==> src/rtl/directional_focus_search_unit_macros.svh <==
// Assertion macros for the directional focus search unit.
// Used by the top level only; expects clk_i and rst_ni in scope.
`ifndef DIRECTIONAL_FOCUS_SEARCH_UNIT_MACROS_SVH
`define DIRECTIONAL_FOCUS_SEARCH_UNIT_MACROS_SVH

// Condition must never be true outside reset.
`define DFS_ASSERT_NEVER(lbl, cond, msg) \
  lbl: assert property (@(posedge clk_i) disable iff (!rst_ni) !(cond)) else $error(msg);

// Antecedent implies consequent in the same cycle.
`define DFS_ASSERT_IMPL(lbl, ante, cons, msg) \
  lbl: assert property (@(posedge clk_i) disable iff (!rst_ni) (ante) |-> (cons)) \
    else $error(msg);

`endif

==> src/rtl/dfs_pkg.sv <==
// Shared constants, types and helpers of the directional focus search unit.
// No dependencies.
`timescale 1ns / 1ps

package dfs_pkg;

  localparam int DEF_COORD_BITS = 16;
  localparam int DEF_ID_BITS    = 16;

  // Measure: unsigned fixed point, 4 fraction bits
  localparam int MEAS_BITS = 22;
  localparam int FRAC_BITS = 4;
  localparam logic [MEAS_BITS-1:0] MEAS_NONE = '1;
  localparam logic [MEAS_BITS-1:0] MEAS_SAT  = {{(MEAS_BITS-1){1'b1}}, 1'b0};

  // Front/back queue depth (power of two)
  localparam int QUEUE_DEPTH = 4;

  // Configuration register indexes
  localparam int CFG_IDX_BITS = 3;
  localparam logic [CFG_IDX_BITS-1:0] REG_CUR_LEFT   = 3'd0;
  localparam logic [CFG_IDX_BITS-1:0] REG_CUR_TOP    = 3'd1;
  localparam logic [CFG_IDX_BITS-1:0] REG_CUR_RIGHT  = 3'd2;
  localparam logic [CFG_IDX_BITS-1:0] REG_CUR_BOTTOM = 3'd3;
  localparam logic [CFG_IDX_BITS-1:0] REG_DIR_X      = 3'd4;
  localparam logic [CFG_IDX_BITS-1:0] REG_DIR_Y      = 3'd5;

  // How the back end has to treat a candidate
  typedef enum logic [1:0] {
    KIND_SKIP = 2'd0,  // not focusable, current, or behind the current rect
    KIND_ZERO = 2'd1,  // overlaps on both axes, no edge gap
    KIND_AXIS = 2'd2,  // overlaps on one axis, gap is the other axis
    KIND_DIAG = 2'd3   // corner to corner, needs the square root
  } kind_e;

  // Decoded search direction
  typedef struct packed {
    logic x_pos;
    logic x_neg;
    logic y_pos;
    logic y_neg;
  } dir_t;

  // Queue entry: {last, id, gap_b, gap_a, proj_gap, kind}
  function automatic int ent_width(input int coord_bits, input int id_bits);
    return $bits(kind_e) + (coord_bits + 2) + 2 * coord_bits + id_bits + 1;
  endfunction

endpackage

==> src/rtl/dfs_isqrt.sv <==
// Bit-serial integer square root, one root bit per cycle.
// Depends on nothing but its parameter.
`timescale 1ns / 1ps

module dfs_isqrt #(
  parameter int ROOT_W = 21
) (
  input  logic                  clk_i,
  input  logic                  rst_ni,
  input  logic                  start_i,
  input  logic [2*ROOT_W-1:0]   opnd_i,
  output logic                  done_o,
  output logic [ROOT_W-1:0]     root_o
);

  localparam int CNT_W = $clog2(ROOT_W + 1);

  logic                busy_q;
  logic [CNT_W-1:0]    cnt_q;
  logic [2*ROOT_W-1:0] opnd_q;
  logic [ROOT_W+1:0]   rem_q, rem_d, rem_sh, trial;
  logic [ROOT_W-1:0]   root_q, root_d;

  assign done_o = busy_q && (cnt_q == CNT_W'(ROOT_W));
  assign root_o = root_q;

  // Restoring digit recurrence: bring down two operand bits, try 4r+1
  always_comb begin
    rem_sh = {rem_q[ROOT_W-1:0], opnd_q[2*ROOT_W-1 -: 2]};
    trial  = {root_q, 2'b01};
    if (rem_sh >= trial) begin
      rem_d  = rem_sh - trial;
      root_d = {root_q[ROOT_W-2:0], 1'b1};
    end else begin
      rem_d  = rem_sh;
      root_d = {root_q[ROOT_W-2:0], 1'b0};
    end
  end

  always_ff @(posedge clk_i or negedge rst_ni) begin
    if (!rst_ni) begin
      busy_q <= 1'b0;
      cnt_q  <= '0;
    end else if (start_i) begin
      busy_q <= 1'b1;
      cnt_q  <= '0;
    end else if (done_o) begin
      busy_q <= 1'b0;
    end else if (busy_q) begin
      cnt_q <= cnt_q + 1'b1;
    end
  end

  always_ff @(posedge clk_i) begin
    if (start_i) begin
      opnd_q <= opnd_i;
      rem_q  <= '0;
      root_q <= '0;
    end else if (busy_q && !done_o) begin
      opnd_q <= opnd_q << 2;
      rem_q  <= rem_d;
      root_q <= root_d;
    end
  end

endmodule

==> src/rtl/dfs_queue.sv <==
// Small first-word-fall-through queue between front and back end.
// Depends on nothing but its parameters; DEPTH must be a power of two.
`timescale 1ns / 1ps

module dfs_queue #(
  parameter int WIDTH = 8,
  parameter int DEPTH = 4
) (
  input  logic             clk_i,
  input  logic             rst_ni,
  input  logic             push_i,
  input  logic [WIDTH-1:0] wr_data_i,
  output logic             full_o,
  input  logic             pop_i,
  output logic [WIDTH-1:0] rd_data_o,
  output logic             empty_o
);

  localparam int AW = (DEPTH > 1) ? $clog2(DEPTH) : 1;
  localparam int CW = $clog2(DEPTH + 1);

  logic [WIDTH-1:0] mem_q [DEPTH];
  logic [AW-1:0]    wr_ptr_q, rd_ptr_q;
  logic [CW-1:0]    cnt_q;

  assign full_o    = (cnt_q == CW'(DEPTH));
  assign empty_o   = (cnt_q == '0);
  assign rd_data_o = mem_q[rd_ptr_q];

  always_ff @(posedge clk_i or negedge rst_ni) begin
    if (!rst_ni) begin
      wr_ptr_q <= '0;
      rd_ptr_q <= '0;
      cnt_q    <= '0;
    end else begin
      if (push_i) wr_ptr_q <= wr_ptr_q + 1'b1;
      if (pop_i)  rd_ptr_q <= rd_ptr_q + 1'b1;
      if (push_i && !pop_i)      cnt_q <= cnt_q + 1'b1;
      else if (pop_i && !push_i) cnt_q <= cnt_q - 1'b1;
    end
  end

  always_ff @(posedge clk_i) begin
    if (push_i) mem_q[wr_ptr_q] <= wr_data_i;
  end

endmodule

==> src/rtl/dfs_front.sv <==
// Front end: registers one candidate, projects it on the direction and
// classifies it into a queue entry. Depends on dfs_pkg.
`timescale 1ns / 1ps

module dfs_front import dfs_pkg::*; #(
  parameter int COORD_BITS = DEF_COORD_BITS,
  parameter int ID_BITS    = DEF_ID_BITS
) (
  input  logic                         clk_i,
  input  logic                         rst_ni,
  input  logic                         in_valid_i,
  output logic                         in_ready_o,
  input  logic signed [COORD_BITS-1:0] cand_left_i,
  input  logic signed [COORD_BITS-1:0] cand_top_i,
  input  logic signed [COORD_BITS-1:0] cand_right_i,
  input  logic signed [COORD_BITS-1:0] cand_bottom_i,
  input  logic                         cand_focusable_i,
  input  logic                         cand_is_current_i,
  input  logic [ID_BITS-1:0]           cand_id_i,
  input  logic                         last_i,
  input  logic signed [COORD_BITS-1:0] cur_left_i,
  input  logic signed [COORD_BITS-1:0] cur_top_i,
  input  logic signed [COORD_BITS-1:0] cur_right_i,
  input  logic signed [COORD_BITS-1:0] cur_bottom_i,
  input  dir_t                         dir_i,
  output logic                         q_push_o,
  output logic [ent_width(COORD_BITS, ID_BITS)-1:0] q_entry_o,
  input  logic                         q_full_i
);

  localparam int PW  = COORD_BITS + 1;  // one axis projection
  localparam int DW  = COORD_BITS + 3;  // projection difference
  localparam int DPW = COORD_BITS + 2;  // non-negative projection gap
  localparam int XW  = COORD_BITS + 1;  // edge offset

  logic                         item_v_q;
  logic signed [COORD_BITS-1:0] nl_q, nt_q, nr_q, nb_q;
  logic                         focusable_q, is_cur_q, last_q;
  logic [ID_BITS-1:0]           id_q;

  logic signed [COORD_BITS-1:0] nx_lo, nx_hi, ny_lo, ny_hi;
  logic signed [COORD_BITS-1:0] cx_lo, cx_hi, cy_lo, cy_hi;
  logic signed [PW-1:0]         cand_x, cand_y, cur_x, cur_y;
  logic signed [DW-1:0]         dp;
  logic signed [XW-1:0]         xa, xb, ya, yb, xoff, yoff;
  logic [COORD_BITS-1:0]        gap_x, gap_y, gap_a, gap_b;
  kind_e                        kind;

  assign in_ready_o = !item_v_q || !q_full_i;
  assign q_push_o   = item_v_q && !q_full_i;

  always_ff @(posedge clk_i or negedge rst_ni) begin
    if (!rst_ni) begin
      item_v_q <= 1'b0;
    end else if (in_ready_o) begin
      item_v_q <= in_valid_i;
    end
  end

  always_ff @(posedge clk_i) begin
    if (in_valid_i && in_ready_o) begin
      nl_q        <= cand_left_i;
      nt_q        <= cand_top_i;
      nr_q        <= cand_right_i;
      nb_q        <= cand_bottom_i;
      focusable_q <= cand_focusable_i;
      is_cur_q    <= cand_is_current_i;
      id_q        <= cand_id_i;
      last_q      <= last_i;
    end
  end

  always_comb begin
    nx_lo = (nl_q < nr_q) ? nl_q : nr_q;
    nx_hi = (nl_q < nr_q) ? nr_q : nl_q;
    ny_lo = (nt_q < nb_q) ? nt_q : nb_q;
    ny_hi = (nt_q < nb_q) ? nb_q : nt_q;
    cx_lo = (cur_left_i < cur_right_i) ? cur_left_i : cur_right_i;
    cx_hi = (cur_left_i < cur_right_i) ? cur_right_i : cur_left_i;
    cy_lo = (cur_top_i < cur_bottom_i) ? cur_top_i : cur_bottom_i;
    cy_hi = (cur_top_i < cur_bottom_i) ? cur_bottom_i : cur_top_i;

    // least candidate corner and greatest current corner on the direction
    if (dir_i.x_pos) begin
      cand_x = PW'(nx_lo);
      cur_x  = PW'(cx_hi);
    end else if (dir_i.x_neg) begin
      cand_x = -PW'(nx_hi);
      cur_x  = -PW'(cx_lo);
    end else begin
      cand_x = '0;
      cur_x  = '0;
    end
    if (dir_i.y_pos) begin
      cand_y = PW'(ny_lo);
      cur_y  = PW'(cy_hi);
    end else if (dir_i.y_neg) begin
      cand_y = -PW'(ny_hi);
      cur_y  = -PW'(cy_lo);
    end else begin
      cand_y = '0;
      cur_y  = '0;
    end
    dp = DW'(cand_x) + DW'(cand_y) - DW'(cur_x) - DW'(cur_y);

    xa   = XW'(nr_q) - XW'(cur_left_i);
    xb   = XW'(cur_right_i) - XW'(nl_q);
    ya   = XW'(nb_q) - XW'(cur_top_i);
    yb   = XW'(cur_bottom_i) - XW'(nt_q);
    xoff = (xa < xb) ? xa : xb;
    yoff = (ya < yb) ? ya : yb;
    gap_x = COORD_BITS'(-xoff);
    gap_y = COORD_BITS'(-yoff);

    gap_a = '0;
    gap_b = '0;
    if (!focusable_q || is_cur_q || dp[DW-1]) begin
      kind = KIND_SKIP;
    end else if (!xoff[XW-1] && !yoff[XW-1]) begin
      kind = KIND_ZERO;
    end else if (!xoff[XW-1]) begin
      kind  = KIND_AXIS;
      gap_a = gap_y;
    end else if (!yoff[XW-1]) begin
      kind  = KIND_AXIS;
      gap_a = gap_x;
    end else begin
      kind  = KIND_DIAG;
      gap_a = gap_x;
      gap_b = gap_y;
    end
  end

  assign q_entry_o = {last_q, id_q, gap_b, gap_a, dp[DPW-1:0], kind};

endmodule

==> src/rtl/dfs_back.sv <==
// Back end: turns queue entries into measures, keeps the running best and
// emits the result on the last candidate. Depends on dfs_pkg, dfs_isqrt.
`timescale 1ns / 1ps

module dfs_back import dfs_pkg::*; #(
  parameter int COORD_BITS = DEF_COORD_BITS,
  parameter int ID_BITS    = DEF_ID_BITS
) (
  input  logic                       clk_i,
  input  logic                       rst_ni,
  input  logic [ent_width(COORD_BITS, ID_BITS)-1:0] q_entry_i,
  input  logic                       q_empty_i,
  output logic                       q_pop_o,
  output logic                       out_valid_o,
  input  logic                       out_ready_i,
  output logic                       out_found_o,
  output logic [ID_BITS-1:0]         out_id_o,
  output logic [MEAS_BITS-1:0]       out_meas_o
);

  localparam int KW     = $bits(kind_e);
  localparam int DPW    = COORD_BITS + 2;
  localparam int SUM_W  = 2 * COORD_BITS + 1;
  localparam int OP_W   = SUM_W + 2 * FRAC_BITS;
  localparam int ROOT_W = (OP_W + 1) / 2;
  localparam int SUMW   = ((DPW + FRAC_BITS > ROOT_W) ? DPW + FRAC_BITS : ROOT_W) + 1;
  localparam int MW     = (SUMW > MEAS_BITS) ? SUMW : MEAS_BITS;

  typedef enum logic [5:0] {
    ST_IDLE = 6'b000001,
    ST_SQX  = 6'b000010,
    ST_SQY  = 6'b000100,
    ST_ROOT = 6'b001000,
    ST_MEAS = 6'b010000,
    ST_UPD  = 6'b100000
  } state_e;

  state_e                  state_q, state_d;
  kind_e                   kind_q, kind_d;
  logic [DPW-1:0]          dp_q, dp_d;
  logic [COORD_BITS-1:0]   a_q, a_d, b_q, b_d;
  logic [ID_BITS-1:0]      id_q, id_d;
  logic                    last_q, last_d;
  logic [2*COORD_BITS-1:0] sq_q, sq_d;
  logic [ROOT_W-1:0]       gap_q, gap_d;
  logic [MEAS_BITS-1:0]    meas_q, meas_d;

  logic [MEAS_BITS-1:0]    best_meas_q, best_meas_d;
  logic [ID_BITS-1:0]      best_id_q, best_id_d;
  logic                    found_q, found_d;

  logic                    out_valid_q, out_valid_d, out_found_q, out_found_d;
  logic [ID_BITS-1:0]      out_id_q, out_id_d;
  logic [MEAS_BITS-1:0]    out_meas_q, out_meas_d;

  logic [COORD_BITS-1:0]   mul_a;
  logic [2*COORD_BITS-1:0] mul_p;
  logic [SUM_W-1:0]        sqrt_sum;
  logic                    sqrt_start, sqrt_done;
  logic [ROOT_W-1:0]       sqrt_root;
  logic [MW-1:0]           meas_sum;
  logic                    win, new_found, out_free;
  logic [ID_BITS-1:0]      new_id;
  logic [MEAS_BITS-1:0]    new_meas;

  // single shared squarer: a in SQX, b in SQY
  assign mul_a    = (state_q == ST_SQX) ? a_q : b_q;
  assign mul_p    = mul_a * mul_a;
  assign sqrt_sum = SUM_W'(sq_q) + SUM_W'(mul_p);

  dfs_isqrt #(
    .ROOT_W (ROOT_W)
  ) u_isqrt (
    .clk_i   (clk_i),
    .rst_ni  (rst_ni),
    .start_i (sqrt_start),
    .opnd_i  ((2*ROOT_W)'({sqrt_sum, {(2*FRAC_BITS){1'b0}}})),
    .done_o  (sqrt_done),
    .root_o  (sqrt_root)
  );

  assign meas_sum  = MW'({dp_q, {FRAC_BITS{1'b0}}}) + MW'(gap_q);
  assign win       = (kind_q != KIND_SKIP) && (!found_q || (meas_q < best_meas_q));
  assign new_found = found_q || win;
  assign new_id    = win ? id_q : best_id_q;
  assign new_meas  = win ? meas_q : best_meas_q;
  assign out_free  = !out_valid_q || out_ready_i;

  always_comb begin
    state_d     = state_q;
    kind_d      = kind_q;
    dp_d        = dp_q;
    a_d         = a_q;
    b_d         = b_q;
    id_d        = id_q;
    last_d      = last_q;
    sq_d        = sq_q;
    gap_d       = gap_q;
    meas_d      = meas_q;
    best_meas_d = best_meas_q;
    best_id_d   = best_id_q;
    found_d     = found_q;
    out_valid_d = out_valid_q && !out_ready_i;
    out_found_d = out_found_q;
    out_id_d    = out_id_q;
    out_meas_d  = out_meas_q;
    q_pop_o     = 1'b0;
    sqrt_start  = 1'b0;

    case (state_q)
      ST_IDLE: begin
        if (!q_empty_i) begin
          q_pop_o = 1'b1;
          kind_d  = kind_e'(q_entry_i[KW-1:0]);
          dp_d    = q_entry_i[KW +: DPW];
          a_d     = q_entry_i[KW+DPW +: COORD_BITS];
          b_d     = q_entry_i[KW+DPW+COORD_BITS +: COORD_BITS];
          id_d    = q_entry_i[KW+DPW+2*COORD_BITS +: ID_BITS];
          last_d  = q_entry_i[KW+DPW+2*COORD_BITS+ID_BITS];
          if (kind_d == KIND_DIAG) begin
            state_d = ST_SQX;
          end else begin
            gap_d   = (kind_d == KIND_AXIS) ?
                      ROOT_W'({a_d, {FRAC_BITS{1'b0}}}) : '0;
            state_d = ST_MEAS;
          end
        end
      end
      ST_SQX: begin
        sq_d    = mul_p;
        state_d = ST_SQY;
      end
      ST_SQY: begin
        sqrt_start = 1'b1;
        state_d    = ST_ROOT;
      end
      ST_ROOT: begin
        if (sqrt_done) begin
          gap_d   = sqrt_root;
          state_d = ST_MEAS;
        end
      end
      ST_MEAS: begin
        meas_d  = (meas_sum > MW'(MEAS_SAT)) ? MEAS_SAT : meas_sum[MEAS_BITS-1:0];
        state_d = ST_UPD;
      end
      ST_UPD: begin
        if (!last_q) begin
          best_meas_d = new_meas;
          best_id_d   = new_id;
          found_d     = new_found;
          state_d     = ST_IDLE;
        end else if (out_free) begin
          out_valid_d = 1'b1;
          out_found_d = new_found;
          out_id_d    = new_found ? new_id : '0;
          out_meas_d  = new_found ? new_meas : '0;
          best_meas_d = MEAS_NONE;
          best_id_d   = '0;
          found_d     = 1'b0;
          state_d     = ST_IDLE;
        end
      end
      default: begin
        state_d = ST_IDLE;
      end
    endcase
  end

  always_ff @(posedge clk_i or negedge rst_ni) begin
    if (!rst_ni) begin
      state_q     <= ST_IDLE;
      best_meas_q <= MEAS_NONE;
      best_id_q   <= '0;
      found_q     <= 1'b0;
      out_valid_q <= 1'b0;
    end else begin
      state_q     <= state_d;
      best_meas_q <= best_meas_d;
      best_id_q   <= best_id_d;
      found_q     <= found_d;
      out_valid_q <= out_valid_d;
    end
  end

  always_ff @(posedge clk_i) begin
    kind_q      <= kind_d;
    dp_q        <= dp_d;
    a_q         <= a_d;
    b_q         <= b_d;
    id_q        <= id_d;
    last_q      <= last_d;
    sq_q        <= sq_d;
    gap_q       <= gap_d;
    meas_q      <= meas_d;
    out_found_q <= out_found_d;
    out_id_q    <= out_id_d;
    out_meas_q  <= out_meas_d;
  end

  assign out_valid_o = out_valid_q;
  assign out_found_o = out_found_q;
  assign out_id_o    = out_id_q;
  assign out_meas_o  = out_meas_q;

endmodule

==> src/rtl/directional_focus_search_unit.sv <==
// Directional focus search unit: top level with configuration registers.
// Depends on dfs_pkg, dfs_front, dfs_queue, dfs_back and the assertion macros.
`timescale 1ns / 1ps
`include "directional_focus_search_unit_macros.svh"

// Picks the next keyboard-focus rectangle in a search direction. Write the
// current rectangle and the direction through the cfg port while the unit is
// idle, then stream candidate rectangles in; the transaction flagged tlast
// closes the search and produces exactly one result transaction carrying
// found, the winning id and its measure (projection gap plus edge gap, 1/16
// pixel units, saturated at 2^22-2). The first candidate with the smallest
// measure wins; with no winner, id and measure read zero. The front end
// takes one candidate transaction per cycle, while the queue is not full,
// into a 4-entry queue. The back end walks every candidate through IDLE,
// MEAS and UPD; one that sits diagonally off a corner also passes SQX and
// SQY and waits in ROOT on the bit-serial square root, which yields one
// root bit per cycle. The result sits in an output register, so the back
// end moves on while it waits to be taken.

module directional_focus_search_unit import dfs_pkg::*; #(
  parameter int COORD_BITS = DEF_COORD_BITS,
  parameter int ID_BITS    = DEF_ID_BITS
) (
  input  logic                    clk_i,
  input  logic                    rst_ni,
  // configuration write channel
  input  logic                    cfg_valid_i,
  output logic                    cfg_ready_o,
  input  logic [CFG_IDX_BITS-1:0] cfg_index_i,
  input  logic [COORD_BITS-1:0]   cfg_data_i,
  // candidate stream
  input  logic                    s_axis_tvalid,
  output logic                    s_axis_tready,
  // tdata: cand_left, cand_top, cand_right, cand_bottom, cand_id (low bit up)
  input  logic [((4*COORD_BITS+ID_BITS+7)/8)*8-1:0] s_axis_tdata,
  // tuser: cand_focusable, cand_is_current (low bit up)
  input  logic [1:0]              s_axis_tuser,
  input  logic                    s_axis_tlast,
  // result stream
  output logic                    m_axis_tvalid,
  input  logic                    m_axis_tready,
  // tdata: best_id, best_measure (low bit up)
  output logic [((ID_BITS+MEAS_BITS+7)/8)*8-1:0] m_axis_tdata,
  // tuser: found
  output logic [0:0]              m_axis_tuser
);

  localparam int ENT_W = ent_width(COORD_BITS, ID_BITS);
  localparam int OUT_W = ((ID_BITS + MEAS_BITS + 7) / 8) * 8;

  // Configuration registers
  logic signed [COORD_BITS-1:0] cur_left_q, cur_top_q, cur_right_q, cur_bottom_q;
  logic [1:0]                   dir_x_q, dir_y_q;
  dir_t                         dir;

  // Front/back plumbing
  logic                 q_push, q_full, q_pop, q_empty;
  logic [ENT_W-1:0]     q_wr_data, q_rd_data;
  logic                 out_found;
  logic [ID_BITS-1:0]   out_id;
  logic [MEAS_BITS-1:0] out_meas;

  // The user must write only while idle; the unit does not enforce it, and the port never stalls.
  assign cfg_ready_o = 1'b1;

  always_ff @(posedge clk_i or negedge rst_ni) begin
    if (!rst_ni) begin
      cur_left_q   <= '0;
      cur_top_q    <= '0;
      cur_right_q  <= '0;
      cur_bottom_q <= '0;
      dir_x_q      <= '0;
      dir_y_q      <= '0;
    end else if (cfg_valid_i && cfg_ready_o) begin
      case (cfg_index_i)
        REG_CUR_LEFT:   cur_left_q   <= cfg_data_i;
        REG_CUR_TOP:    cur_top_q    <= cfg_data_i;
        REG_CUR_RIGHT:  cur_right_q  <= cfg_data_i;
        REG_CUR_BOTTOM: cur_bottom_q <= cfg_data_i;
        REG_DIR_X:      dir_x_q      <= cfg_data_i[1:0];
        REG_DIR_Y:      dir_y_q      <= cfg_data_i[1:0];
        default: ;  // unmapped index, write dropped
      endcase
    end
  end

  // 01 -> +1, 00 -> none, 1x -> -1 (the -2 code counts as -1)
  assign dir.x_pos = (dir_x_q == 2'b01);
  assign dir.x_neg = dir_x_q[1];
  assign dir.y_pos = (dir_y_q == 2'b01);
  assign dir.y_neg = dir_y_q[1];

  dfs_front #(
    .COORD_BITS (COORD_BITS),
    .ID_BITS    (ID_BITS)
  ) u_front (
    .clk_i             (clk_i),
    .rst_ni            (rst_ni),
    .in_valid_i        (s_axis_tvalid),
    .in_ready_o        (s_axis_tready),
    .cand_left_i       (s_axis_tdata[0*COORD_BITS +: COORD_BITS]),
    .cand_top_i        (s_axis_tdata[1*COORD_BITS +: COORD_BITS]),
    .cand_right_i      (s_axis_tdata[2*COORD_BITS +: COORD_BITS]),
    .cand_bottom_i     (s_axis_tdata[3*COORD_BITS +: COORD_BITS]),
    .cand_focusable_i  (s_axis_tuser[0]),
    .cand_is_current_i (s_axis_tuser[1]),
    .cand_id_i         (s_axis_tdata[4*COORD_BITS +: ID_BITS]),
    .last_i            (s_axis_tlast),
    .cur_left_i        (cur_left_q),
    .cur_top_i         (cur_top_q),
    .cur_right_i       (cur_right_q),
    .cur_bottom_i      (cur_bottom_q),
    .dir_i             (dir),
    .q_push_o          (q_push),
    .q_entry_o         (q_wr_data),
    .q_full_i          (q_full)
  );

  dfs_queue #(
    .WIDTH (ENT_W),
    .DEPTH (QUEUE_DEPTH)
  ) u_queue (
    .clk_i     (clk_i),
    .rst_ni    (rst_ni),
    .push_i    (q_push),
    .wr_data_i (q_wr_data),
    .full_o    (q_full),
    .pop_i     (q_pop),
    .rd_data_o (q_rd_data),
    .empty_o   (q_empty)
  );

  dfs_back #(
    .COORD_BITS (COORD_BITS),
    .ID_BITS    (ID_BITS)
  ) u_back (
    .clk_i       (clk_i),
    .rst_ni      (rst_ni),
    .q_entry_i   (q_rd_data),
    .q_empty_i   (q_empty),
    .q_pop_o     (q_pop),
    .out_valid_o (m_axis_tvalid),
    .out_ready_i (m_axis_tready),
    .out_found_o (out_found),
    .out_id_o    (out_id),
    .out_meas_o  (out_meas)
  );

  assign m_axis_tdata    = OUT_W'({out_meas, out_id});
  assign m_axis_tuser[0] = out_found;

  // Front never pushes into a full queue.
  `DFS_ASSERT_NEVER(a_queue_no_overflow, q_push && q_full, "queue overflow")
  // Input backpressure only comes from a full queue.
  `DFS_ASSERT_IMPL(a_stall_needs_full, !s_axis_tready, q_full, "input stalled, queue not full")
  // No winner means id and measure read zero.
  `DFS_ASSERT_IMPL(a_none_is_zero, m_axis_tvalid && !out_found,
                   (out_id == '0) && (out_meas == '0), "empty result not zeroed")
  // A winner's measure stays clear of the none code.
  `DFS_ASSERT_IMPL(a_found_not_none, m_axis_tvalid && out_found,
                   out_meas != MEAS_NONE, "winner carries none code")

endmodule

==> config.mk <==
export PLATFORM = sky130hd
export DESIGN_NAME = directional_focus_search_unit
export DESIGN_NICKNAME = d
export VERILOG_FILES = /design/src/rtl/dfs_pkg.sv /design/src/rtl/dfs_isqrt.sv /design/src/rtl/dfs_queue.sv /design/src/rtl/dfs_front.sv /design/src/rtl/dfs_back.sv /design/src/rtl/directional_focus_search_unit.sv
export VERILOG_INCLUDE_DIRS = /design/src /design/src/rtl
export SDC_FILE = /design/constraint.sdc
export NUM_CORES = 2
export LEC_CHECK = 0
export ABC_AREA = 1
export BUFFER_PORTS_ARGS = -buffer_cell sky130_fd_sc_hd__clkbuf_2
export CAP_MARGIN = 20
export CORE_AREA = 2 2 314 316
export DETAILED_ROUTE_END_ITERATION = 10
export DIE_AREA = 0 0 316 318
export GPL_TIMING_DRIVEN = 0
export PLACE_DENSITY = 0.77
export SYNTH_ARGS = -nofsm -noshare
export SYNTH_HDL_FRONTEND = slang
export SYNTH_HIERARCHICAL = 1
export SYNTH_SLANG_ARGS = --single-unit
==> constraint.sdc <==
create_clock -name clk_i -period 7.8 [get_ports clk_i]
set_clock_uncertainty 0.2 [all_clocks]
set_input_delay 0.39 -clock clk_i [delete_from_list [all_inputs] [get_ports clk_i]]
set_output_delay 0.39 -clock clk_i [all_outputs]
set_load 0.05 [all_outputs]
; ---- After elaboration in Yosys (flattened, before gate mapping)
; Memory sizes are Yosys's and may differ from the RTL's.
; Cells that the tools add are included.
[classes]
n_addsub = 21
multipliers = 1
order_cmp = 9
n_eq_ne = 23
mux = 68
n_bitwise = 1
n_reduce_logical = 46
[op_table]
columns = op, n
row1 = 2-to-1 mux 16 bit, 19
row2 = 2-to-1 mux 17 bit, 10
row3 = 2-to-1 mux 21 bit, 4
row4 = 2-to-1 mux 41 bit, 2
row5 = negator 16 -> 17 bit, 4
row6 = subtractor 16 x 16 -> 17 bit, 4
row7 = 2-to-1 mux 22 bit, 3
row8 = < comparator 16 bit, 4
row9 = one-hot mux 21 bit (2 select lines), 1
row10 = one-hot mux 6 bit (6 select lines), 1
row11 = < comparator 17 bit, 2
row12 = adder 32 x 32 -> 33 bit, 1
row13 = multiplier 16 x 16 -> 32 bit, 1
row14 = negator 16 bit, 2
row15 = 2-to-1 mux 6 bit, 4
row16 = adder 22 x 21 -> 23 bit, 1
row17 = greater-or-equal comparator 23 bit, 1
row18 = "> comparator 23 x 22 -> 1 bit, second input constant", 1
row19 = < comparator 22 bit, 1
row20 = subtractor 21 bit, 1
row21 = 2-to-1 mux 20 bit, 1
row22 = 2-to-1 mux 5 bit, 4
row23 = subtractor 18 x 17 -> 19 bit, 1
row24 = subtractor 19 x 17 -> 19 bit, 1
row25 = other kinds (32), 95
[totals]
regBits = 470
ramBits = 276
input_bits = 107
out_inout_bits = 44
elab_cells = 211
n_memories = 1
[memory_table]
columns = memory, words, width, rd, rd_clocked_by_memory_dff, write_ports, line_no
row1 = u_queue.mem_q, 4, 69, 1, 0, 1, dfs_queue.sv:22  ; logic [WIDTH-1:0] mem_q [DEPTH];

; ---- Longest topological paths before layout
[logic_depth]
word_depth = 10
ltp_mapped = 42
ltp_nobuf = 40

; ---- Modules after synthesis
; The synthesis kept the hierarchy.
[modules_own_cells]
columns = module, n_inst, cells_per_inst, area_per_inst_um2, seq_area_each_um2
row1 = dfs_back, 1, 2136, 19323.5, 6645.1
row2 = dfs_front, 1, 2656, 16273.1, 2517.4
row3 = dfs_queue, 1, 853, 12020.3, 8463.1
row4 = dfs_isqrt, 1, 733, 5372.7, 2252.2
row5 = directional_focus_search_unit, 1, 317, 2800.2, 1701.6

; ---- Worst setup path after synthesis
; Ideal clock, no wire load.
[synth_timing]
path_type = register to register
start = reg u_back.state_q[0]
end = reg u_back.u_isqrt.opnd_q[37], data pin
setup_time_ns = 0.253
t_arrival_ns = 7.546
required_time_ns = 7.347
slack_ns = -0.198
stages_incl_launch_ff = 38
path_buffers = 2
synth_period_minus_slack_ns = 7.998
path_cell_list = dfstp_2 -> inv_1 -> nand4_4 -> buf_4 -> nand2_1 -> o21ai_1 -> inv_1 -> buf_2 -> nor2_1 -> inv_1 -> fa_1 -> inv_1 -> fa_1 -> inv_1 -> fa_1 -> inv_1 -> fa_1 -> fa_1 -> [2 not listed] -> inv_1 -> ha_1 -> a21oi_1 -> inv_1 -> a31oi_1 -> a21boi_0 -> o21ai_1 -> xor2_1 -> ha_1 -> nand2_1 -> inv_1 -> a21boi_0 -> o21ai_0 -> a221oi_1 -> nand2_1 -> xor2_1 -> nand2_1 -> nand2_1
[synth_via]
elab_chain_cells = 5
elab_cells_between_ends = 7
cone_classes = add/sub: 1 / mul: 1 / eq/ne: 2 / mux: 3
[synth_lines]
columns = element, line_no
row1 = start: declaration, dfs_back.sv:38  ; state_e state_q, state_d;
row2 = start signal: assignment, dfs_back.sv:178  ; state_q <= state_d;
row3 = == test 6 x 2 -> 1 bit, dfs_back.sv:67  ; assign mul_a = (state_q == ST_SQX) ? a_q : b_q;
row4 = 2-to-1 mux 16 bit, dfs_back.sv:67
row5 = multiplier 16 x 16 -> 32 bit, dfs_back.sv:68  ; assign mul_p = mul_a * mul_a;
row6 = via u_back.mul_p[19], dfs_back.sv:57  ; logic [2*COORD_BITS-1:0] mul_p;
row7 = adder 32 x 32 -> 33 bit, dfs_back.sv:69  ; assign sqrt_sum = SUM_W'(sq_q) + SUM_W'(mul_p);
row8 = via u_back.sqrt_sum[29], dfs_back.sv:58  ; logic [SUM_W-1:0] sqrt_sum;
row9 = 2-to-1 mux 41 bit, dfs_isqrt.sv:55  ; if (start_i) begin
row10 = end signal: assignment, dfs_isqrt.sv:56  ; opnd_q <= opnd_i;
row11 = end signal: assignment, dfs_isqrt.sv:60  ; opnd_q <= opnd_q << 2;
row12 = end: declaration, dfs_isqrt.sv:20  ; logic [2*ROOT_W-1:0] opnd_q;
; The timed path passes the listed nets, and every way through them passes these cells.
; A chain may end at the register's enable or synchronous reset.

; ---- Worst setup path after layout
[layout_timing]
start = reg u_back.state_q[5]
end = reg u_back.u_isqrt.opnd_q[40], data pin
; Same word-level chain as after synthesis.

==> impl_metrics.csv <==
group,metric,value,unit
sta,maxSlewHeadroom,41.1,%
detailed_routing,drtAntennaViolNets,0,
worst_setup_path,critPathLaunchType,"register",
cts,cts-buffers-inserted,80,
worst_setup_path,cp-end-kind,"register",
yosys,synth.distinct_cells,71,
detailed_routing,drt_iter0_markers,5053,
detailed_routing,vias,49002,
sta,timing.final.crit_share,115,%
cts,clock_path_buffers,3,
sta,rsz0062_at_grt,"true",
place,post_dp_cell_area,0.0586,mm^2
worst_setup_path,cp_common_cell,"fa_1",
sta,setup_ws,-1180,ps
worst_setup_path,crit_buf_inv,10,
yosys,ys_seq_area_share,38.7,%
yosys,synth-main-ff-cell,"edfxtp_1",
worst_setup_path,critical_path_class,"register to register",
cts,cts_htree_levels,3,
yosys,ys_seq_elements,753,
worst_setup_path,arrival,9150,ps
yosys,ys_warn_count,6,
place,place_congestion,1.01,
cts,insertion_delay,680,ps
sta,setup_viol,21,
outcome,status,"complete, but fails checks",
floorplan,ios,151,
sta,drv_slew,0,
detailed_routing,wl_per_cell,20.0,um
cells_and_area,stdcell_area,0.0656,mm^2
worst_setup_path,required,7980,ps
yosys,synth_common_cells,"nand2_1 (1894), inv_1 (1099), edfxtp_1 (583)",
detailed_routing,drt_pass1_iterations,6,
yosys,synth_top_area_share,31.4,%
hold_path,hp-class,"primary input to asynchronous set/reset pin",
yosys,syn_avg_cell_area,8.33,um^2
global_route,grtUsageMet1,41.2,%
worst_setup_path,path_delay_family,"adder cells",
cells_and_area,syn_to_final_growth,17.6,%
global_route,grt_pass1_wl,254,mm
yosys,synth.largest_area_cell,"edfxtp_1",
cells_and_area,final_nets,7906,
yosys,yosysMostFrequentCell,"nand2_1",
global_route,grt-busiest-layer,"met2",
place,dp_hpwl,121,mm
global_route,antenna_found_initial,2,
cts,clock-sinks,753,
yosys,syn-instance-count,6695,
job,max_cap_violations,0,
cts,tritoncts,"built",
sta,tightestPinTransition,874,ps
floorplan,rows,115,
worst_setup_path,critical_path.max_stage_delay,570,ps
floorplan,fp.dieW,316,um
cts,clk_pin_slew,80,ps
yosys,synth_area_leaders,"edfxtp_1 (31%), nand2_1 (13%), ha_1 (8.5%)",
floorplan,core-area,0.0974,mm^2
cells_and_area,drive_above_1_share,16.4,%
global_route,grt_usage,32.3,%
global_route,use_met2,53.6,%
global_route,grt-ovfl-total,0,
cells_and_area,nFillCells,7281,
floorplan,start_util,57.3,%
detailed_routing,vias_per_cell,5.72,
yosys,syn_area,0.0558,mm^2
cts,clockRootBuffer,"clkbuf_16",
global_route,grt_pass1_vias,46843,
yosys,synth-edff-count,583,
sta,hold_viol,0,
detailed_routing,drt-total-wl,171,mm
worst_setup_path,critPathSlowestCell,"fa_1",
floorplan,die-height,318,um
outcome,violations,"negative setup slack",
yosys,synthArstFlopShare,17.0,%
worst_setup_path,crit_fanout,6,
place,port-buffer-count,147,
global_route,grt_max_degree,83,
global_route,use_met3,4.49,%
floorplan,die_area,0.100,mm^2
sta,max_freq,0.111,GHz
detailed_routing,drcViolationCount,0,
sta,fin_crit,8980,ps
[state kept, by name, indices dropped and copies added, names as in the netlist, 18 cells and up]
signal,flops
u_queue/mem_q,276
u_back/u_isqrt/opnd_q,42
u_back/best_meas_q,22
u_back/meas_q,22
u_back/sq_q,31
u_back/gap_q,21
u_back/out_meas_o,22
u_back/u_isqrt/rem_q,21
u_back/u_isqrt/root_o,21
u_back/dp_q,18
[per-stage QoR]
stage | setup TNS, ps | hold slack, ps | util [%] | cells | setup slack, ps
2_1_floorplan | 0 | -106 | - | 6704 | 3.82
3_3_place_gp | -15630 | 245 | 59.7 | 8138 | -1170
3_5_place_dp | -18200 | 185 | 60.1 | 8154 | -1300
4_1_cts | -1800 | 32.9 | 65.9 | 8515 | -222
5_1_grt | -18990 | 69.5 | 67.3 | 8570 | -1370
6_report | -15140 | 46.6 | 67.3 | 8571 | -1180
[cells in the final DEF (no fill, tap or decap), types with 63 or more instances in the layout]
| cell type | count |
|---|---|
| a21oi_1 | 269 |
| buf_4 | 165 |
| buf_6 | 63 |
| clkbuf_1 | 78 |
| clkbuf_16 | 82 |
| clkbuf_2 | 147 |
| dfrtp_1 | 101 |
| dlygate4sd3_1 | 117 |
| edfxtp_1 | 583 |
| fa_1 | 193 |
| ha_1 | 344 |
| inv_1 | 1053 |
| nand2_1 | 1840 |
| nand2_2 | 79 |
| nand3_1 | 388 |
| nor2_1 | 403 |
| o211ai_2 | 110 |
| o21ai_0 | 180 |
| xor2_1 | 82 |
[metal layers]
metal,share of wire (%),wire length (um)
met1,38,65600
met3,8.0,13800
met2,47,80500
met4,6.7,11500
met5,0.0064,11
[final timing paths]
kind                            slack (ps)                                     to  cells past startpoint                                   from
worst max-delay path                 -1180    u_back/u_isqrt/opnd_q[40]$_DFFE_PP_                     38          u_back/state_q[5]$_DFFE_PN0P_
worst min-delay path                    50            cur_bottom_q[1]$_DFFE_PN0P_                      2                                 rst_ni
worst max register to register       -1180    u_back/u_isqrt/opnd_q[40]$_DFFE_PP_                     38          u_back/state_q[5]$_DFFE_PN0P_
worst min register to register         260  u_back/u_isqrt/rem_q[20]$_SDFFE_PP0P_                      2  u_back/u_isqrt/rem_q[20]$_SDFFE_PP0P_
max in group asynchronous             6390          u_back/state_q[2]$_DFFE_PN0P_                      3                                 rst_ni
min in group clk_i                     220             u_front/id_q[14]$_DFFE_PP_                      2                       s_axis_tdata[78]
[layout make-up]
cell class	instances	area, um^2	share of cell area [%]
multi-input cells	4624	30400	46.3
flip-flops and latches	753	21600	32.9
inverters	1125	4280	6.53
repair buffers	431	3650	5.56
clock buffers	110	2170	3.30
well taps	1287	1610	2.45
plain buffers	202	1490	2.27
clock inverters	38	418	0.637
diodes	1	2.50	0.00381
[cell families (layout without fill, tap and decap cells)]
kind of cell / after synthesis / count (layout) / share of synthesized area, %
simple gates: 3044 / 3044 / 23.4
xor+xnor: 142 / 142 / 2.23
compound gates: 843 / 843 / 9.92
buf+inv: 1327 / 1906 / 9.99
flops: 753 / 753 / 38.7
fa+ha+maj: 582 / 582 / 15.8
other cells: 3 / 13 / 0.0202
mux: 1 / 1 / 0.0179
[what timing repair did]
action	in CTS	in global routing
pin swaps	112	114
hold endpoints to repair	262	0
buffers inserted	94	54
endpoints found under the setup margin	20	146
hold buffers	117	0
gates cloned	2	1
resized for setup	262	242
Power is left out: the tool's default activity adds up to more than one toggle a clock period on the data nets, which glitch-free logic cannot reach.
